<file path="config.mk">
export PLATFORM = sky130hd
export DESIGN_NAME = serial_day_to_calendar_date_core
export DESIGN_NICKNAME = d
export VERILOG_FILES = /design/src/hdl/sdcd_pkg.sv /design/src/hdl/sdcd_sub_unit.sv /design/src/hdl/serial_day_to_calendar_date_core.sv
export SDC_FILE = /design/constraint.sdc
export NUM_CORES = 1
export LEC_CHECK = 0
export BUFFER_PORTS_ARGS = -buffer_cell sky130_fd_sc_hd__buf_4
export CORE_MARGIN = 2
export CORE_UTILIZATION = 62
export CTS_BUF_LIST = sky130_fd_sc_hd__clkbuf_16
export CTS_CLUSTER_SIZE = 24
export DETAILED_ROUTE_END_ITERATION = 12
export PLACE_DENSITY_LB_ADDON = 0.05
export SLEW_MARGIN = 0
export SYNTH_ARGS = -nofsm -noshare
export SYNTH_HDL_FRONTEND = slang
export SYNTH_SLANG_ARGS = --single-unit
</file>
<file path="constraint.sdc">
create_clock -name aclk -period 9 [get_ports aclk]
set_input_delay 0.9 -clock aclk [delete_from_list [all_inputs] [get_ports aclk]]
set_output_delay 0.9 -clock aclk [all_outputs]
set_load 0.005 [all_outputs]
</file>
<file path="src/hdl/sdcd_pkg.sv">
package sdcd_pkg;

    localparam int unsigned DAY_W   = 17;
    localparam int unsigned LEN_W   = 9;
    localparam int unsigned YOFS_W  = 8;
    localparam int unsigned MONTH_W = 4;
    localparam int unsigned DOM_W   = 5;
    localparam int unsigned YEAR_W  = 12;

    localparam logic [YEAR_W-1:0]  FIRST_YEAR = 12'd1900;
    localparam logic [YEAR_W-1:0]  LAST_YEAR  = 12'd2099;
    // years covered, 1900 through 2099
    localparam logic [YOFS_W-1:0]  YEAR_SPAN  = 8'd200;
    // offsets of the century years that are not leap years
    localparam logic [YOFS_W-1:0]  YOFS_1900  = 8'd0;
    localparam logic [YOFS_W-1:0]  YOFS_2100  = 8'd200;
    localparam logic [MONTH_W-1:0] MIDX_FEB   = 4'd1;
    localparam logic [MONTH_W-1:0] MIDX_APR   = 4'd3;
    localparam logic [MONTH_W-1:0] MIDX_JUN   = 4'd5;
    localparam logic [MONTH_W-1:0] MIDX_SEP   = 4'd8;
    localparam logic [MONTH_W-1:0] MIDX_NOV   = 4'd10;
    localparam logic [MONTH_W-1:0] MIDX_DEC   = 4'd11;
    localparam logic [MONTH_W-1:0] MONTH_DEC  = 4'd12;
    localparam logic [DOM_W-1:0]   DOM_LAST   = 5'd31;
    localparam logic [LEN_W-1:0]   LEN_YEAR   = 9'd365;
    localparam logic [LEN_W-1:0]   LEN_LEAP   = 9'd366;

    typedef struct packed {
        logic [DAY_W-1:0] diff;
        logic             fits;
    } sub_res_t;

    // Leap rule over 1900..2100 expressed on the year offset from 1900:
    // divisible by 4, except 1900 and 2100 (2000 stays a leap year).
    function automatic logic is_leap(input logic [YOFS_W-1:0] yofs);
        return (yofs[1:0] == 2'b00) && (yofs != YOFS_1900) && (yofs != YOFS_2100);
    endfunction

    function automatic logic [LEN_W-1:0] month_len(input logic [MONTH_W-1:0] midx,
                                                   input logic leap);
        logic [LEN_W-1:0] len;
        unique case (midx)
            MIDX_FEB: len = leap ? 9'd29 : 9'd28;
            MIDX_APR, MIDX_JUN, MIDX_SEP, MIDX_NOV: len = 9'd30;
            default: len = 9'd31;
        endcase
        return len;
    endfunction

endpackage

</file>
<file path="src/hdl/sdcd_sub_unit.sv">
module sdcd_sub_unit (
    input  logic [sdcd_pkg::DAY_W-1:0] left,
    input  logic [sdcd_pkg::LEN_W-1:0] len,
    output sdcd_pkg::sub_res_t         res
);

    logic [sdcd_pkg::DAY_W-1:0] len_ext;

    assign len_ext  = {{(sdcd_pkg::DAY_W-sdcd_pkg::LEN_W){1'b0}}, len};
    assign res.diff = left - len_ext;
    assign res.fits = (left <= len_ext);

endmodule

</file>
<file path="src/hdl/serial_day_to_calendar_date_core.sv">
// Channel   Direction  Ports
// s_        input      s_valid, s_ready, s_day_number
// m_        output     m_valid, m_ready, m_year_out, m_month_out, m_day_out
//
// A beat is accepted in ST_IDLE; ST_YEAR then tests one year at a time (each removed
// year, at most 200, plus the final fit or saturation test), ST_MONTH tests one month
// at a time (at most 12 tests) and ST_DONE loads the result register. All tests use
// the single shared subtract/compare unit, so no new beat is accepted until the core
// is back in ST_IDLE; m_valid rises as the result register is loaded.
// aresetn is synchronous, active low, and clears the sequencer and m_valid.
// A result waits in the output register; the next beat may be accepted and
// processed meanwhile, and holds in the final state until the register frees.
module serial_day_to_calendar_date_core (
    input  logic                         aclk,
    input  logic                         aresetn,
    input  logic                         s_valid,
    output logic                         s_ready,
    input  logic [sdcd_pkg::DAY_W-1:0]   s_day_number,
    output logic                         m_valid,
    input  logic                         m_ready,
    output logic [sdcd_pkg::YEAR_W-1:0]  m_year_out,
    output logic [sdcd_pkg::MONTH_W-1:0] m_month_out,
    output logic [sdcd_pkg::DOM_W-1:0]   m_day_out
);

    typedef enum logic [3:0] {
        ST_IDLE  = 4'b0001,
        ST_YEAR  = 4'b0010,
        ST_MONTH = 4'b0100,
        ST_DONE  = 4'b1000
    } state_t;

    state_t                        state_reg, state_next;
    logic [sdcd_pkg::DAY_W-1:0]    left_reg, left_next;
    logic [sdcd_pkg::YOFS_W-1:0]   yofs_reg, yofs_next;
    logic [sdcd_pkg::MONTH_W-1:0]  midx_reg, midx_next;
    logic                          sat_reg, sat_next;
    logic                          m_valid_reg, m_valid_next;
    logic [sdcd_pkg::YEAR_W-1:0]   year_reg, year_next;
    logic [sdcd_pkg::MONTH_W-1:0]  month_reg, month_next;
    logic [sdcd_pkg::DOM_W-1:0]    dom_reg, dom_next;

    logic [sdcd_pkg::LEN_W-1:0]    unit_len;
    sdcd_pkg::sub_res_t            unit_res;
    logic                          leap;
    logic                          out_free;

    assign leap     = sdcd_pkg::is_leap(yofs_reg);
    assign unit_len = (state_reg == ST_YEAR)
                      ? (leap ? sdcd_pkg::LEN_LEAP : sdcd_pkg::LEN_YEAR)
                      : sdcd_pkg::month_len(midx_reg, leap);

    sdcd_sub_unit u_sub (
        .left (left_reg),
        .len  (unit_len),
        .res  (unit_res)
    );

    assign s_ready  = (state_reg == ST_IDLE);
    assign out_free = !m_valid_reg || m_ready;

    always_comb begin
        state_next   = state_reg;
        left_next    = left_reg;
        yofs_next    = yofs_reg;
        midx_next    = midx_reg;
        sat_next     = sat_reg;
        m_valid_next = m_valid_reg;
        year_next    = year_reg;
        month_next   = month_reg;
        dom_next     = dom_reg;

        if (m_valid_reg && m_ready) begin
            m_valid_next = 1'b0;
        end

        unique case (state_reg)
            ST_IDLE: begin
                if (s_valid) begin
                    // zero maps onto the first day
                    left_next  = (s_day_number == '0) ? {{(sdcd_pkg::DAY_W-1){1'b0}}, 1'b1}
                                                       : s_day_number;
                    yofs_next  = '0;
                    midx_next  = '0;
                    sat_next   = 1'b0;
                    state_next = ST_YEAR;
                end
            end
            ST_YEAR: begin
                if (yofs_reg >= sdcd_pkg::YEAR_SPAN) begin
                    sat_next   = 1'b1;
                    state_next = ST_DONE;
                end else if (unit_res.fits) begin
                    state_next = ST_MONTH;
                end else begin
                    left_next = unit_res.diff;
                    yofs_next = yofs_reg + 1'b1;
                end
            end
            ST_MONTH: begin
                if ((midx_reg == sdcd_pkg::MIDX_DEC) || unit_res.fits) begin
                    state_next = ST_DONE;
                end else begin
                    left_next = unit_res.diff;
                    midx_next = midx_reg + 1'b1;
                end
            end
            ST_DONE: begin
                // hold until the output register frees
                if (out_free) begin
                    m_valid_next = 1'b1;
                    if (sat_reg) begin
                        year_next  = sdcd_pkg::LAST_YEAR;
                        month_next = sdcd_pkg::MONTH_DEC;
                        dom_next   = sdcd_pkg::DOM_LAST;
                    end else begin
                        year_next  = sdcd_pkg::FIRST_YEAR
                                     + {{(sdcd_pkg::YEAR_W-sdcd_pkg::YOFS_W){1'b0}}, yofs_reg};
                        month_next = midx_reg + 1'b1;
                        dom_next   = left_reg[sdcd_pkg::DOM_W-1:0];
                    end
                    state_next = ST_IDLE;
                end
            end
            default: state_next = ST_IDLE;
        endcase
    end

    always_ff @(posedge aclk) begin
        if (!aresetn) begin
            state_reg   <= ST_IDLE;
            m_valid_reg <= 1'b0;
        end else begin
            state_reg   <= state_next;
            m_valid_reg <= m_valid_next;
        end
        left_reg  <= left_next;
        yofs_reg  <= yofs_next;
        midx_reg  <= midx_next;
        sat_reg   <= sat_next;
        year_reg  <= year_next;
        month_reg <= month_next;
        dom_reg   <= dom_next;
    end

    assign m_valid     = m_valid_reg;
    assign m_year_out  = year_reg;
    assign m_month_out = month_reg;
    assign m_day_out   = dom_reg;

endmodule

</file>
* After elaboration in Yosys (flattened, before gate mapping) *
Index checks and enable logic that the tools add are counted.

operators by class
  eq/ne operators = 19
  reduce and logical (&&, ||, !) cells = 19
  add/subtract/negate cells = 4
  magnitude comparators = 2
  muxes and demuxes = 29

operators by type and width
  operator               number
  $mux 17                5
  $pmux 17 s3            1
  $mux 4                 7
  $mux 8                 3
  $le 17x9->1            1
  $logic_not 17->1       1
  $sub 17x9->17          1
  $eq 4x4->1 const B     4
  $pmux 4 s4             1
  $pmux 8 s2             1
  $add 11x8->12 const A  1
  $ne 2x2->1 const B     6
  $mux 9                 1
  $add 8x1->8 const B    1
  $eq 4x1->1 const B     2
  $eq 4x2->1 const B     2
  $eq 4x3->1 const B     2
  $ge 8x8->1 const B     1
  $ne 8x8->1 const B     1
  $pmux 4 s2             1
  $reduce_and 4->1       2
  $reduce_bool 8->1      1
  $mux 1                 6
  $reduce_and 3->1       2
  15 further kinds       19

word-level totals
  register bits = 56
  output and inout port bits = 23
  logic and storage cells = 82

* Logic depth before layout (Yosys ltp) *
Gate-level depths: netlist of run 1.

  depth in word-level cells = 10
  mapped depth = 15
  gate-level depth less buffers = 15

* By module *
A second synthesis of run 1 with hierarchy kept.

unflattened totals
  cells, all modules = 311
  area total of the unflattened synthesis = 3375.7 um2

modules (own cells, without submodules)
  module                            cells an instance  area an instance (um2)  times used  sequential area each (um2)
  serial_day_to_calendar_date_core  213                2735.1                  1           1631.6
  sdcd_sub_unit                     98                 640.6                   1           0.0

* Worst setup path after synthesis of run 1 *
Ideal clock, no wire load.

  path type = register -> register
  from = register yofs_reg[2] (netlist bit)
  to = register left_reg[0] (netlist bit) (enable)
  arrival time = 3.401 ns
  setup time = 0.387 ns
  stages on the path, launching flop included = 14
  period minus slack after synthesis = 3.788 ns
  setup slack = 5.212 ns
  cells stage by stage = edfxtp_1 -> inv_1 -> ha_1 -> nor3b_1 -> a31oi_1 -> o31ai_1 -> mux2_2 -> o21ai_0 -> ha_1 -> nand2b_2 -> a311o_1 -> and2_4 -> o21a_4 -> a2111oi_4

between the ends
  word-level cells in the longest chain between the ends = 10
  elaborated cells between the ends (all ways) = 15

RTL lines
  element                              RTL line                                 RTL
  start, declared                      serial_day_to_calendar_date_core.sv:35   logic [sdcd_pkg::YOFS_W-1:0] yofs_reg, yofs_next;
  start signal, assigned               serial_day_to_calendar_date_core.sv:138  yofs_reg <= yofs_next;
  $reduce_bool 8->1                    sdcd_pkg.sv:36                           return (yofs[1:0] == 2'b00) && (yofs != YOFS_1900) && (yofs != YOFS_2100);
  $logic_and 1x1->1 (2 in a row)       sdcd_pkg.sv:36
  $mux 1                               sdcd_pkg.sv:43                           MIDX_FEB: len = leap ? 9'd29 : 9'd28;
  $pmux 2 s2                           sdcd_pkg.sv:42                           unique case (midx)
  $mux 9                               serial_day_to_calendar_date_core.sv:50   ? (leap ? sdcd_pkg::LEN_LEAP : sdcd_pkg::LEN_YEAR)
  $le 17x9->1                          sdcd_sub_unit.sv:11                      assign res.fits = (left <= len_ext);
  $logic_or 1x1->1                     serial_day_to_calendar_date_core.sv:101  if ((midx_reg == sdcd_pkg::MIDX_DEC) || unit_res.fits) begin
  $ne 2x2->1 (no source line)          -
  $reduce_and 5->1 (no source line) *  -
  end signal, assigned                 serial_day_to_calendar_date_core.sv:137  left_reg <= left_next;
  end, declared                        serial_day_to_calendar_date_core.sv:34   logic [sdcd_pkg::DAY_W-1:0] left_reg, left_next;

Mark *: on every way between the ends. The rest lies on a longest branch, timed or not.
A chain may end at the register's enable or synchronous reset.

* Final worst setup path of run 1 *
  from = register yofs_reg[3] (netlist bit)
  to = register left_reg[5] (netlist bit) (enable)

Same word-level chain as after synthesis.

==> results of run 1 <==
==> how the worst max path moves through the flow <==
stage                                    from                     to  depth (start not counted)
floorplan           yofs_reg[2]$_SDFFCE_PN0P_  left_reg[0]$_DFFE_PP_                         13
global placement    yofs_reg[2]$_SDFFCE_PN0P_  left_reg[1]$_DFFE_PP_                         13
detailed placement  state_reg[3]$_SDFFE_PN0P_  left_reg[5]$_DFFE_PP_                          9
CTS                 yofs_reg[3]$_SDFFCE_PN0P_  left_reg[5]$_DFFE_PP_                         13
global route        yofs_reg[3]$_SDFFCE_PN0P_  left_reg[1]$_DFFE_PP_                         13
finish              yofs_reg[3]$_SDFFCE_PN0P_  left_reg[5]$_DFFE_PP_                         13
==> cell families (layout without fill, tap and decap cells) <==
family / after synthesis / in the layout / share of synthesized area, %
fa+ha+maj: 16 / 16 / 6.412
simple gates: 120 / 120 / 19.35
mux: 3 / 3 / 1.004
xor+xnor: 25 / 25 / 6.759
compound gates: 60 / 60 / 12.59
buf+inv: 27 / 66 / 3.515
flops: 56 / 56 / 50.37
==> synth_stat cells (2+ instances only) <==
cell type,count
nand3b_1,4
nor2b_1,4
nand4_1,5
xnor2_1,16
a21bo_2,2
a21oi_1,12
nand3_1,10
edfxtp_1,51
mux2_2,2
and3_1,2
a211oi_1,4
o21bai_1,3
or2_2,9
nand2_1,30
nor2_1,28
nor4_1,5
dfxtp_1,5
nand2b_1,8
o31ai_1,2
or3_1,4
clkbuf_1,9
nor3_1,4
inv_1,15
a31oi_1,4
xor2_1,9
ha_1,15
o21ai_0,22
==> per-stage QoR <==
step                      hold slack (ns)  worst slack, ns  instance area (um^2)  utilization [%]
after detailed placement           0.5291            4.736                  3600            70.93
final                              0.5381            4.718                  3737            73.64
after global placement             0.5199            4.857                  3600            70.93
after global routing               0.5802            4.429                  3737            73.64
after floorplan                    0.5102            5.212                  3239                -
after CTS                          0.5454            4.714                  3737            73.64
==> cell usage in the layout (no fill, tap or decap), types with 8 or more instances in the layout <==
| cell | count |
|---|---|
| xor2_1 | 9 |
| nand2b_1 | 8 |
| o21ai_0 | 22 |
| inv_1 | 15 |
| buf_4 | 43 |
| ha_1 | 15 |
| a21oi_1 | 12 |
| nand2_1 | 30 |
| nor2_1 | 28 |
| xnor2_1 | 16 |
| nand3_1 | 10 |
| edfxtp_1 | 51 |
| or2_2 | 9 |
==> power by group <==
group	total, mW	switching [mW]	internal, mW	leakage [nW]
combinational	0.109	0.0592	0.0493	0.824
clock	0.186	0.0849	0.101	0.0657
sequential	0.327	0.0206	0.306	0.520
==> layout make-up <==
class,count,share of cell area [%]
Clock inverter,2,0.3348
Clock buffer,5,3.348
Sequential cell,56,43.66
Inverter,16,1.640
Multi-Input combinational cell,224,40.04
Timing Repair Buffer,43,8.637
Tap cell,70,2.343
==> layer usage <==
layer | share of wire (%) | wire length [um]
met3 | 4.3 | 278
met4 | 1.5 | 99
met2 | 50 | 3211
met1 | 44 | 2839
met5 | 0 | 0
==> tightest hold or removal path: stages (launching register included) <==
cell,delay (ns)
dfxtp_1,0.31
nand2b_1,0.09
a21boi_0,0.09
==> metrics.txt, run 1 <==
Max Buffers Root-to-Sink=2; sequential area share after synthesis=between 50% and 60%; final setup vio count=0; Hold Path Stages=2; fin. max-slew vios=0; Yosys warnings=0; Post-CTS Hold Buffers=0; Seq. cell area=1632 um^2; Final period util=between 40 and 50%; reg2reg setup slack=approximately 4.7 ns; post_cts resized=0; Critical Path AT=4.19 ns; slowest cell on the critical path=a2111oi_4; Die Area=5819 um^2; Endpoint, Worst Hold=m_valid$_SDFF_PN0_; layout cells sized above 1=between 20% and 30%; DR iter-0 viols=roughly 170; final hold vios=0; crit path time final=~4.3 ns; synthesized cell area=around 3200 um^2; Max stage delay on crit path=between 1 and 1.5 ns; Setup Buffers After CTS=0; Die X=~76 um; Root Buffer=clkbuf_16; Post-Syn Instances=approximately 300; CTS buffer count=5; CTS Sinks=56; input/output buffers=43; Req. time, crit path=8.91 ns; largest net degree at the start of global routing=28; GR Layer Usage met2=between 40% and 50%; vias per cell=approximately 5.7; RSZ-0062 raised after global routing=false; setup_tns=0 ns; Placer Congestion=between 0.9 and 1; Crit Path Max Fanout=17; Ports=44; Worst Hold Class=reg -> reg; Synth cell types=50; Worst-path clk slew=~0.07 ns; Layout Nets=383; Synth top area share=a little under half; latest clock arrival within the worst-skew pair=0.29 ns; Synth Register Bits=56; DRC Markers=0; status=completed; Total GRT Usage=between 20% and 30%; Worst Tran Pin Value=1.191 ns; Critical Path, Cell by Cell=inv_1 > ha_1 > nor3b_1 > a31oi_1 > o31ai_1 > mux2_2 > o21ai_0 > ha_1 > nand2b_2 > a311o_1 > and2_4 > o21a_4 > a2111oi_4; Largest register FFs=17; PwrDens=~170 nW/um^2; CP Launch Type=register; initial core utilization=63.83%; Clock Skews=a little over 0.006 ns; vias in the first global route=2339; Multi-input gate area=roughly 1500 um^2; R2R depth=13; Top FF cell, synth=edfxtp_1; Yosys top cell by area=edfxtp_1; met3 GRT Util=approximately 4.3%; Total Wirelength=roughly 6400 um; grt met1 use=slightly below 30%; placed cells=409; synth top area cells=edfxtp_1 47%, ha_1 5.8%, xnor2_1 4.3%, nand2_1 3.5%, o21ai_0 3.4%; static leakage power=around 1.4 nW; max frequency=233.6 MHz; CTS tree=yes; syn_area_per_cell=around 11 um^2; PnR Total Power=roughly 620 uW; relative slew slack=around 20%; Max-cap violations=0; number of diodes=0; die span in y=approximately 76 um; Via Count=approximately 2400; initial antenna violation count=0; routed len/inst=around 15 um; number of synthesized flops with an enable pin=between 50 and 60; first-pass GRT wire length=roughly 11000 um; fill count=between 300 and 400; Most Used Layer, Global Route=met2; delay-heaviest family, CP=compound AO/OA/AOI/OAI gates; non-filler cells in the finished layout=roughly 420; area of the core=between 5000 and 6000 um^2; htree depth=2; Setup Crit Path Kind=reg -> reg; hold wc startpoint=m_valid$_SDFF_PN0_; Max IR drop VDD=between 0.09 and 0.1 mV; drt first pass iters=4; ANT nets after route=0; Post-Syn Nets=around 340; Worst R2R End=left_reg[5]$_DFFE_PP_; Critical Path Most Common Cell=ha_1; # rows=26; gr ovfl total=0; Synth async-reset ratio=0%; RR Startpoint=yofs_reg[3]$_SDFFCE_PN0P_; Worst Setup End Kind=register; crit path buf inv count=1; hpwl dp=roughly 5000 um; Area growth syn-to-layout=15.37%
Note: power is estimated with default switching activity, not from simulation.
==> inputs of run 2 (changes only) <==
--- a/config.mk
+++ b/config.mk
@@ -5,9 +5,10 @@
 export SDC_FILE = /design/constraint.sdc
 export NUM_CORES = 1
 export LEC_CHECK = 0
+export ABC_AREA = 1
 export BUFFER_PORTS_ARGS = -buffer_cell sky130_fd_sc_hd__buf_4
 export CORE_MARGIN = 2
-export CORE_UTILIZATION = 62
+export CORE_UTILIZATION = 52
 export CTS_BUF_LIST = sky130_fd_sc_hd__clkbuf_16
 export CTS_CLUSTER_SIZE = 24
 export DETAILED_ROUTE_END_ITERATION = 12
==> constraint.sdc (replaced) <==
create_clock -name aclk -period 3.7 [get_ports aclk]
set_input_delay 0.37 -clock aclk [delete_from_list [all_inputs] [get_ports aclk]]
set_output_delay 0.37 -clock aclk [all_outputs]
set_load 0.005 [all_outputs]
==> run 2 against run 1 <==
Synthesized area rose by 3.6%; non-clock buffer count rose by 4; critical path depth rose by 5; maximum frequency rose by 40%; sequential share of layout area fell by 1.9 points; global-route usage fell by 2.9 points.
==> metrics.txt, run 2 <==
status=completed (unchanged); Max-cap violations=0 (unchanged); area of the core=6314 um^2 (was 5075 um^2); static leakage power=1.693 nW (was 1.409 nW); Root Buffer=clkbuf_16 (unchanged); Total Wirelength=6819 um (was 6429 um); Final period util=82.57% (was 47.57%); max frequency=327.3 MHz (was 233.6 MHz); DR iter-0 viols=169 (was 174); Top FF cell, synth=edfxtp_1 (unchanged); Synth cell types=40 (was 50); Setup Buffers After CTS=0 (unchanged); CTS tree=yes (unchanged); Worst-path clk slew=0.07 ns (about the same); setup_tns=0 ns (unchanged); Worst Setup End Kind=register (unchanged); Synth async-reset ratio=0% (unchanged); Total GRT Usage=20.50% (was 23.42%); Synth top cells by count=81 x nand2_1, 61 x nor2_1, 51 x edfxtp_1, 47 x inv_1, 34 x nand3_1 (was 51 x edfxtp_1, 30 x nand2_1, 28 x nor2_1, 22 x o21ai_0, 16 x xnor2_1); CTS Sinks=56 (unchanged); routed len/inst=13.09 um (was 15.45 um); RSZ-0062 raised after global routing=false (unchanged); synthesized cell area=3357 um^2 (was 3239 um^2); first-pass GRT wire length=11530 um (was 10910 um); latest clock arrival within the worst-skew pair=0.29 ns (about the same); largest family of logic cells by synthesized area=simple AND/OR/NAND/NOR gates (unchanged); Synth Register Bits=56 (unchanged); Via Count=2748 (was 2386); Die Area=7114 um^2 (was 5819 um^2); Clock Skews=0.006325 ns (was 0.006086 ns); largest net degree at the start of global routing=22 (was 28); Post-Synth Adder-Cell Area=6.187% (was 6.412%); Ports=44 (unchanged); most frequent cells in the layout=81 x nand2_1, 61 x nor2_1, 51 x edfxtp_1, 48 x inv_1, 47 x buf_4 (was 51 x edfxtp_1, 43 x buf_4, 30 x nand2_1, 28 x nor2_1, 22 x o21ai_0); Yosys warnings=0 (unchanged); PwrDens=818.4 nW/um^2 (was 166.3 nW/um^2); htree depth=2 (unchanged); Synth top area share=45.62% (was 47.28%); DRC Markers=0 (unchanged); Yosys top cell by area=edfxtp_1 (unchanged); most frequent cell after synthesis=nand2_1 (was edfxtp_1); vias in the first global route=2530 (was 2339); final setup vio count=0 (unchanged); Place WS=0.7046 ns (was 4.736 ns); Setup Crit Path Kind=reg -> reg (unchanged); relative slew slack=66.59% (was 19.76%); die span in y=84.35 um (was 76.28 um); ANT nets after route=0 (unchanged); Max Buffers Root-to-Sink=2 (unchanged); Critical Path Most Common Cell=nand3_1 (was ha_1); initial antenna violation count=0 (unchanged); Synth Area in XOR/XNOR=1.826% (was 6.759%); final hold vios=0 (unchanged); Area growth syn-to-layout=16.44% (was 15.37%); input/output buffers=43 (unchanged); Max IR drop VDD=0.5219 mV (was 0.09279 mV); layout cells sized above 1=17.79% (was 20.81%); Max stage delay on crit path=0.44 ns (was 1.03 ns); Layout Nets=480 (was 383); fin. max-slew vios=0 (unchanged); final worst slack=0.6450 ns (was 4.718 ns); Critical Path AT=3.03 ns (was 4.19 ns); gr ovfl total=0 (unchanged); number of diodes=0 (unchanged); Worst Tran Pin Value=0.4965 ns (was 1.191 ns); vias per cell=5.274 (was 5.736); CTS buffer count=5 (unchanged); Post-Syn Instances=395 (was 307); Worst Hold Class=in -> reg (was reg -> reg); Post-CTS Hold Buffers=0 (unchanged); post_cts resized=0 (unchanged); CP Launch Type=register (unchanged); Crit Path Max Fanout=17 (unchanged); commonest non-fill, non-tap cell in the layout=nand2_1 (was edfxtp_1); Critical Path, Cell by Cell=inv_1 > ha_1 > nand4_1 > nand3_1 > nor2_1 > a211oi_1 > nor2_1 > ha_1 > inv_1 > nand3_1 > nand2_1 > nand3_1 > nand3_1 > nand2_1 > nand2_1 > nand3_1 > nor2_1 > buf_4 (was inv_1 > ha_1 > nor3b_1 > a31oi_1 > o31ai_1 > mux2_2 > o21ai_0 > ha_1 > nand2b_2 > a311o_1 > and2_4 > o21a_4 > a2111oi_4); Largest register FFs=17 (unchanged); Post-Syn Nets=432 (was 344); simple-gate portion of the synthesized area=29.15% (was 19.35%); drt first pass iters=4 (unchanged); Die X=84.35 um (was 76.28 um); crit path time final=3.055 ns (was 4.282 ns); Placer Congestion=0.8807 (was 0.9068); mux share of post-synthesis cell area=0% (was 1.004%); syn_area_per_cell=8.499 um^2 (was 10.55 um^2); # rows=29 (was 26); number of synthesized flops with an enable pin=51 (unchanged); Req. time, crit path=3.68 ns (was 8.91 ns); Synth Area in Compound Gates=6.746% (was 12.59%); synth top area cells=edfxtp_1 46%, nand2_1 9.1%, nor2_1 6.8%, ha_1 5.6%, inv_1 5.3% (was edfxtp_1 47%, ha_1 5.8%, xnor2_1 4.3%, nand2_1 3.5%, o21ai_0 3.4%); sequential area share after synthesis=48.60% (was 50.37%); slowest cell on the critical path=edfxtp_1 (was a2111oi_4); initial core utilization=53.17% (was 63.83%); hpwl dp=5136 um (was 4887 um)
==> run 2: where the power goes <==
| group | internal, mW | total (mW) | switching (mW) |
|---|---|---|---|
| combinational | 0.527 | 1.47 | 0.948 |
| sequential | 1.05 | 1.27 | 0.211 |
| clock | 0.247 | 0.458 | 0.212 |
==> run 2: path summary, 6_finish.rpt <==
check	slack [ns]	to	cells after the start	startpoint
max	0.64	left_reg[1]$_DFFE_PP_	18	yofs_reg[2]$_SDFFCE_PN0P_
min	0.32	state_reg[3]$_SDFFE_PN0P_	3	aresetn
max reg2reg	0.64	left_reg[1]$_DFFE_PP_	18	yofs_reg[2]$_SDFFCE_PN0P_
min reg2reg	0.52	state_reg[3]$_SDFFE_PN0P_	2	state_reg[3]$_SDFFE_PN0P_
==> run 2: worst max-delay path, delay by kind of cell (launching register included) <==
family | cells | cell delay [ns]
simple gates | 12 | 1.21
fa+ha+maj | 2 | 0.38
buf+inv | 3 | 0.49
compound gates | 1 | 0.20
flops | 1 | 0.44
==> run 2: per-stage QoR <==
step	power [mW]	area, um^2	instances	hold WS [ns]	util, %
after floorplan	2.336	3357	395	0.4811	-
final	3.199	3909	521	0.3201	61.91
after detailed placement	2.745	3769	513	0.5133	59.69
after CTS	3.209	3909	521	0.3192	61.91
after global routing	3.486	3909	521	0.3163	61.91
after global placement	2.719	3769	513	0.5129	59.69
==> run 2: cell type report <==
class / instances / area (um^2)
clock buffer: 5 / 125.1
clock inverter: 3 / 15.01
fill: 561 / 2405
inverter: 55 / 207.7
multi-input combinational: 278 / 1480
sequential: 56 / 1632
tap: 77 / 96.34
timing repair buffer: 47 / 352.8
==> run 2: routing by layer <==
| metal | vias up | GRT usage (%) | wire, um |
|---|---|---|---|
| li1 | 1409 | - | - |
| met1 | 1261 | 27.63 | 3177 |
| met4 | 0 | 7.648 | 112 |
| met5 | - | 0 | 0 |
| met3 | 7 | 4.228 | 331 |
| met2 | 71 | 32.97 | 3197 |
==> run 2: cell families (layout without fill, tap and decap cells) <==
family | count (synthesis) | count (layout)
and+or+nand+nor | 215 | 215
buffers and inverters | 61 | 110
DFF | 56 | 56
AOI/OAI and AO/OA | 40 | 40
adders and majority gates | 16 | 16
xor gates and xnor gates | 7 | 7
